## src/hw/rtl/bbu_pkg.sv

```systemverilog
// Shared types, constants and helper functions of the bin block upscaler.
package bbu_pkg;

  localparam int unsigned DIM_W     = 13;  // frame and bin dimension registers
  localparam int unsigned COORD_W   = 12;  // raster coordinates
  localparam int unsigned CNT_W     = 7;   // bin counts per axis
  localparam int unsigned VAL_W     = 16;  // bin and pixel values
  localparam int unsigned STORE_AW  = 12;  // bin store address
  localparam int unsigned STORE_DEPTH = 1 << STORE_AW;
  localparam int unsigned MAX_BINS  = 64;
  localparam int unsigned BYTE_W    = 8;
  localparam int unsigned CFG_IDX_W = 3;

  // Largest usable dimension, 2^COORD_W
  localparam logic [DIM_W-1:0] DIM_LIMIT = DIM_W'(1 << COORD_W);

  // Item kinds
  localparam logic [1:0] KIND_LOAD   = 2'd0;
  localparam logic [1:0] KIND_UPD_XY = 2'd1;
  localparam logic [1:0] KIND_UPD_IX = 2'd2;
  localparam logic [1:0] KIND_TICK   = 2'd3;

  // Configuration register indexes
  localparam logic [CFG_IDX_W-1:0] REG_FRAME_W  = 3'd0;
  localparam logic [CFG_IDX_W-1:0] REG_FRAME_H  = 3'd1;
  localparam logic [CFG_IDX_W-1:0] REG_BIN_W    = 3'd2;
  localparam logic [CFG_IDX_W-1:0] REG_BIN_H    = 3'd3;
  localparam logic [CFG_IDX_W-1:0] REG_BINS_X   = 3'd4;
  localparam logic [CFG_IDX_W-1:0] REG_BINS_Y   = 3'd5;
  localparam logic [CFG_IDX_W-1:0] REG_TWO_BYTE = 3'd6;

  // Divider jobs run after reset and after each configuration write
  localparam logic [1:0] JOB_COLS  = 2'd0;  // frame width / bin width
  localparam logic [1:0] JOB_ROWS  = 2'd1;  // frame height / bin height
  localparam logic [1:0] JOB_SEEDX = 2'd2;  // raster x position within bins
  localparam logic [1:0] JOB_SEEDY = 2'd3;  // raster y position within bins

  // Commands from the controller to the datapath
  typedef struct packed {
    logic                clr_we;
    logic [STORE_AW-1:0] clr_addr;
    logic                div_start;
    logic [1:0]          job;
    logic                margin_ld;
    logic                run;
    logic                cfg_open;
  } bbu_cmd_t;

  // Status from the datapath
  typedef struct packed {
    logic div_done;
    logic can_take;
  } bbu_stat_t;

  // Zero reads as one, oversized reads as the limit
  function automatic logic [DIM_W-1:0] eff_dim(input logic [DIM_W-1:0] v);
    logic [DIM_W-1:0] r;
    r = v;
    if (v == '0) r = DIM_W'(1);
    else if (v > DIM_LIMIT) r = DIM_LIMIT;
    return r;
  endfunction

endpackage

```

## src/hw/rtl/bbu_ctrl.sv

```systemverilog
// Controller: store clearing sweep, geometry recompute sequence and run state.
module bbu_ctrl (
  input  logic                clk_i,
  input  logic                rst_ni,
  input  logic                cfg_fire_i,
  input  bbu_pkg::bbu_stat_t  stat_i,
  output bbu_pkg::bbu_cmd_t   cmd_o
);
  import bbu_pkg::*;

  localparam logic [2:0] ST_CLEAR  = 3'd0;
  localparam logic [2:0] ST_START  = 3'd1;
  localparam logic [2:0] ST_WAIT   = 3'd2;
  localparam logic [2:0] ST_MARGIN = 3'd3;
  localparam logic [2:0] ST_RUN    = 3'd4;

  logic [2:0]          state_q, state_d;
  logic [1:0]          job_q, job_d;
  logic [STORE_AW-1:0] clr_cnt_q, clr_cnt_d;

  // Next state
  always_comb begin
    state_d   = state_q;
    job_d     = job_q;
    clr_cnt_d = clr_cnt_q;
    case (state_q)
      ST_CLEAR: begin
        clr_cnt_d = clr_cnt_q + STORE_AW'(1);
        if (clr_cnt_q == '1) begin
          state_d = ST_START;
          job_d   = JOB_COLS;
        end
      end
      ST_START: state_d = ST_WAIT;
      ST_WAIT: begin
        if (stat_i.div_done) begin
          case (job_q)
            JOB_COLS: begin
              job_d   = JOB_ROWS;
              state_d = ST_START;
            end
            JOB_ROWS:  state_d = ST_MARGIN;
            JOB_SEEDX: begin
              job_d   = JOB_SEEDY;
              state_d = ST_START;
            end
            default:   state_d = ST_RUN;
          endcase
        end
      end
      ST_MARGIN: begin
        job_d   = JOB_SEEDX;
        state_d = ST_START;
      end
      ST_RUN: begin
        if (cfg_fire_i) begin
          job_d   = JOB_COLS;
          state_d = ST_START;
        end
      end
      default: state_d = ST_CLEAR;
    endcase
  end

  always_ff @(posedge clk_i or negedge rst_ni) begin
    if (!rst_ni) begin
      state_q   <= ST_CLEAR;
      job_q     <= JOB_COLS;
      clr_cnt_q <= '0;
    end else begin
      state_q   <= state_d;
      job_q     <= job_d;
      clr_cnt_q <= clr_cnt_d;
    end
  end

  // Commands
  assign cmd_o.clr_we    = state_q == ST_CLEAR;
  assign cmd_o.clr_addr  = clr_cnt_q;
  assign cmd_o.div_start = state_q == ST_START;
  assign cmd_o.job       = job_q;
  assign cmd_o.margin_ld = state_q == ST_MARGIN;
  assign cmd_o.run       = state_q == ST_RUN;
  assign cmd_o.cfg_open  = (state_q == ST_RUN) || (state_q == ST_CLEAR);

endmodule

```

## config.mk

```make
export PLATFORM = sky130hd
export DESIGN_NAME = bbu_ctrl
export DESIGN_NICKNAME = d
export VERILOG_FILES = /design/src/hw/rtl/bbu_pkg.sv /design/src/hw/rtl/bbu_ctrl.sv
export SDC_FILE = /design/constraint.sdc
export NUM_CORES = 1
export LEC_CHECK = 0
export BUFFER_PORTS_ARGS = -buffer_cell sky130_fd_sc_hd__buf_2
export CAP_MARGIN = 20
export CORE_UTILIZATION = 49
export CTS_BUF_LIST = sky130_fd_sc_hd__clkbuf_16
export CTS_CLUSTER_DIAMETER = 80
export DETAILED_ROUTE_END_ITERATION = 6
export GPL_ROUTABILITY_DRIVEN = 0
export PLACE_DENSITY = 0.85
export SLEW_MARGIN = 5
export SYNTH_ARGS = -nofsm -noshare
export SYNTH_HDL_FRONTEND = slang
export SYNTH_SLANG_ARGS = --single-unit
export TNS_END_PERCENT = 1
```

## constraint.sdc

```tcl
create_clock -name clk_i -period 1.9 [get_ports clk_i]
set_input_delay 0 -clock clk_i [delete_from_list [all_inputs] [get_ports clk_i]]
set_output_delay 0 -clock clk_i [all_outputs]
set_load 0.05 [all_outputs]
```

* After elaboration in Yosys (flattened, before gate mapping)
Cells that the tools add are included.
** Word-level totals
- Output and inout port bits :: 19
- Register bits after elaboration :: 17
- Word-level logic and storage cells :: 32
- Input bits :: 5
** Cells by class
- Equality and inequality tests :: 11
- Reduce and logical (&&, ||, !) cells :: 7
- Add/sub/neg operators :: 1
- Muxes and demuxes :: 10
** Operators by type and width (count)
- one-hot mux 3 bit (5 select lines) :: 1
- adder 12 x 1 -> 12 bit (second input constant) :: 1
- == test 12 bit (second input constant) :: 1
- 2-to-1 mux 3 bit :: 3
- one-hot mux 2 bit (4 select lines) :: 1
- == test 3 x 2 -> 1 bit (second input constant) :: 2
- 2-to-1 mux 2 bit :: 3
- one-hot mux 3 bit (2 select lines) :: 1
- AND reduction 5 bit :: 1
- inequality test 2 bit (second input constant) :: 2
- one-hot mux 2 bit (2 select lines) :: 1
- nonzero test 4 bit :: 1
- == test 3 x 1 -> 1 bit (second input constant) :: 1
- == test 3 bit (second input constant) :: 1
- logical NOT 3 bit :: 1
- inequality test 3 bit (second input constant) :: 1
- AND reduction 3 bit :: 1
- == test 2 x 1 -> 1 bit (second input constant) :: 1
- == test 2 bit (second input constant) :: 1
- logical NOT 2 bit :: 1
- inequality test 2 x 1 -> 1 bit (second input constant) :: 1
- OR reduction 2 bit :: 1
- logical OR 1 bit :: 1

* Longest topological paths before layout
- Depth after elaboration :: 5
- Gate-level depth with buffers :: 5
- Mapped depth without buffers :: 4

* Least setup slack after synthesis
Ideal clock, no wire load.
- Kind :: register to register
- Start :: register state_q[0]
- End :: register clr_cnt_q[7]
- Path buffers :: 1
- Arrival :: 1.760 ns
- Stages on the path, launching flop included :: 6
- Setup slack :: 0.061 ns
- Data required time :: 1.821 ns
- Clock period less this slack :: 1.839 ns
- Setup time :: 0.079 ns
- Path through :: dfrtp_1 -> buf_6 -> nor3_4 -> and3_4 -> and4_4 -> xor2_2
** RTL lines
- from (decl) :: line bbu_ctrl.sv:17 : logic [2:0] state_q, state_d;
- from (signal assigned) :: line bbu_ctrl.sv:71 : state_q <= state_d;
- to (signal assigned) :: line bbu_ctrl.sv:73 : clr_cnt_q <= clr_cnt_d;
- to (decl) :: line bbu_ctrl.sv:19 : logic [STORE_AW-1:0] clr_cnt_q, clr_cnt_d;

* Final worst setup path
- Start :: register clr_cnt_q[4]
- End :: register job_q[0]
** Between the ends
- Longest elaborated chain between the ends :: 3
** Ends and longest elaborated chain
- == test 12 bit :: line bbu_ctrl.sv:29 : if (clr_cnt_q == '1) begin
- inequality test 2 x 1 -> 1 bit (no source line)
- AND reduction 5 bit (no source line)
- to (signal assigned) :: line bbu_ctrl.sv:72 : job_q <= job_d;
- to (decl) :: line bbu_ctrl.sv:18 : logic [1:0] job_q, job_d;
No other way between the ends.
A chain may end at the register's enable or synchronous reset.

==> results.sh <==
export IMPL_hpwl_mm=1.25
export IMPL_syn_cell_area_um2=853
export IMPL_final_max_slew_viol_count=0
export IMPL_finalSetupTns_ns=0
export IMPL_drt_total_wl_mm=1.70
export IMPL_ys_ff_latch=17
export IMPL_synth_mux_area_share_pct=1.32
export IMPL_route_antenna_remaining_nets=0
export IMPL_path_delay_family="simple AND/OR/NAND/NOR gates"
export IMPL_rows=14
export IMPL_ctsLongestPathBuffers=2
export IMPL_clock_sinks=17
export IMPL_crit_type="reg -> reg"
export IMPL_max_stage_delay_ns=0.52
export IMPL_synth_cell_types=28
export IMPL_syn_nets=89
export IMPL_io_buffers=22
export IMPL_final_common_cell="buf_2"
export IMPL_antenna_found_initial=0
export IMPL_htreeDepth=1
export IMPL_maxSlewHeadroom_pct=69.0
export IMPL_netlist_instances=83
export IMPL_crit_chain="nand4_1 > nor4_1 > o221ai_1"
export IMPL_synthSimpleGateAreaFrac_pct=22.3
export IMPL_slowest_stage="nor4_1"
export IMPL_critPathMaxFanout=6
export IMPL_yosysTopAreaCellShare_pct=49.9
export IMPL_period_needed_ns=1.54
export IMPL_hp_start="cfg_fire_i"
export IMPL_drive_above_1_share_pct=31.2
export IMPL_cts_buffers=3
export IMPL_grt_pass1_wl_mm=2.84
export IMPL_drtIter0Drc=16
export IMPL_layout_common_cells="22 x buf_2, 17 x dfrtp_1, 11 x nand2_1"
export IMPL_die_y_um=43.7
export IMPL_path_clk_slew_ns=0.05
export IMPL_syn_to_final_growth_pct=24.8
export IMPL_r2r_start="clr_cnt_q[4]"
export IMPL_violations="design-rule violations"
export IMPL_avgSynthCellArea_um2=10.3
export IMPL_max_cap_violations=0
export IMPL_yosys_warnings=0
export IMPL_synth_top_family_by_area="simple AND/OR/NAND/NOR gates"
export IMPL_start_util_pct=54.7
export IMPL_antenna_cells=0
export IMPL_startpoint="clr_cnt_q[4]"
export IMPL_worstPathBufferInverterCount=0
export IMPL_grt_overflow_total=0
export IMPL_viasPerCell=5.54
export IMPL_crit_required_ns=2.00
export IMPL_finalSetupViolCount=0
export IMPL_avgRoutedWirePerCell_um=13.6
export IMPL_hold_violations=0
export IMPL_vdd_drop_max_mv=1.39
export IMPL_core_area_um2=1560
export IMPL_status="finished with violations"
export IMPL_synth_top_cell_by_area="dfrtp_1"
export IMPL_num_vias=693
export IMPL_cts_root_buf="clkbuf_16"
export IMPL_nNetsFinal=116
export IMPL_seq_area_frac_synth_pct=49.9
export IMPL_p_leak_nw=0.554
export IMPL_fmax_mhz=651
export IMPL_cellPowerDensity_nw_per_um2=1980
export IMPL_synthAdderAreaFrac_pct=1.47
export IMPL_clock_latency_ns=0.25
export IMPL_endpoint_kind="flip-flop"
export IMPL_cts_resized=0
export IMPL_synth_xor_xnor_area_share_pct=13.2
export IMPL_worst_clock_skew_ns=0.00147
export IMPL_ys_top_cells_by_area="dfrtp_1 50%, xnor2_1 6.2%, xor2_1 5.1%, nand2_1 4.8%, nand3_1 2.9%"
export IMPL_grt_pass1_vias=645
export IMPL_worstMarginPinSlew_ns=0.461
export IMPL_startpoint_type="flip-flop"
export IMPL_dp_slack_ns=0.380
export IMPL_fin_ws_ns=0.365
export IMPL_pin_count=24
export IMPL_cp_arrival_ns=1.63
export IMPL_cts_tree="yes"
export IMPL_hold_path_class="in -> reg"
export IMPL_firstDrtPassIters=6
export IMPL_fp_dieArea_um2=1910
export IMPL_drc=2
export IMPL_grt_max_degree=18
export IMPL_synth_compound_area_share_pct=7.33
export IMPL_post_cts_setup_buffers=0
export IMPL_die_x_um=43.7
export IMPL_finalCritPeriodShare_pct=80.8
export IMPL_rsz0062_at_grt="false"
export IMPL_grtUsageTotal_pct=20.6
## state kept, by name, summed over array words and instances, names as in the netlist
signal,flops
clr_cnt_q,12
state_q,3
job_q,2
## layout make-up
cell class | count | area, um^2
clock buffers | 3 | 75.1
clock inverters | 1 | 5.00
fillers | 117 | 494
inverters | 6 | 22.5
multi-input cells | 58 | 389
flip-flops and latches | 17 | 425
well taps | 16 | 20.0
repair buffers | 24 | 128
## power by group
group	total (W)	leakage (nW)	internal [W]	switching, W
sequential	0.000661	0.218	0.000485	0.000176
clock	0.000413	0.0409	0.000281	0.000132
combinational	0.00103	0.295	0.000308	0.000726
total	0.00211	0.554	0.00107	0.00103
## cell usage after synthesis (all sizes together)
| master | n |
|---|---|
| dfrtp | 17 |
| nand2 | 11 |
| inv | 6 |
| xnor2 | 6 |
| xor2 | 6 |
| nand3 | 5 |
| nor2 | 5 |
| a21oi | 4 |
| nand4 | 3 |
| nor3 | 3 |
| o21ai | 3 |
| and3 | 2 |
| buf | 2 |
| a211o | 1 |
| and4 | 1 |
| ha | 1 |
| mux2 | 1 |
| nor2b | 1 |
| nor4 | 1 |
| o221ai | 1 |
| o311ai | 1 |
| or2b | 1 |
| or3 | 1 |
## path summary, 6_finish.rpt
path,end,slack (ns),cells after the start
max in group asynchronous,clr_cnt_q[6],1.43,2
min in group asynchronous,state_q[2],0.20,2
worst min-delay path,state_q[2],0.07,3
worst max register to register,job_q[0],0.36,3
worst max-delay path,job_q[0],0.36,3
worst min register to register,clr_cnt_q[11],0.49,1
## worst reg2reg max path, stage by stage, from the launching register on
cell      delay (ns)
dfrtp_1         0.43
nand4_1         0.25
nor4_1          0.52
o221ai_1        0.20
## repair_timing
action	in CTS	in global routing
setup endpoints to repair	0	0
hold buffers	1	0
endpoints found under the hold margin	17	0
## cell families after synthesis
group,after synthesis
and+or+nand+nor,34
DFF,17
xor gates and xnor gates,12
AOI/OAI and AO/OA,10
buffers and inverters,8
muxes,1
adders and majority gates,1
## through the flow
step	std cells	util (%)	hold WS, ns	area [um^2]	total power, W
floorplan	83	-	-0.296	853	0.00145
global placement	120	62.5	-0.0712	975	0.00166
detailed placement	120	62.5	-0.0677	975	0.00170
CTS	125	68.3	0.0675	1060	0.00212
global route	125	68.3	0.0935	1060	0.00222
finish	125	68.3	0.0695	1060	0.00211
## per-layer routing
metal	GRT usage [%]	vias up	wire length, um
met5	0	-	0
met4	6.25	0	9
met3	8.33	2	106
met2	31.6	22	827
met1	26.8	336	753
li1	-	333	-
Power figures use the tool's default switching activity.
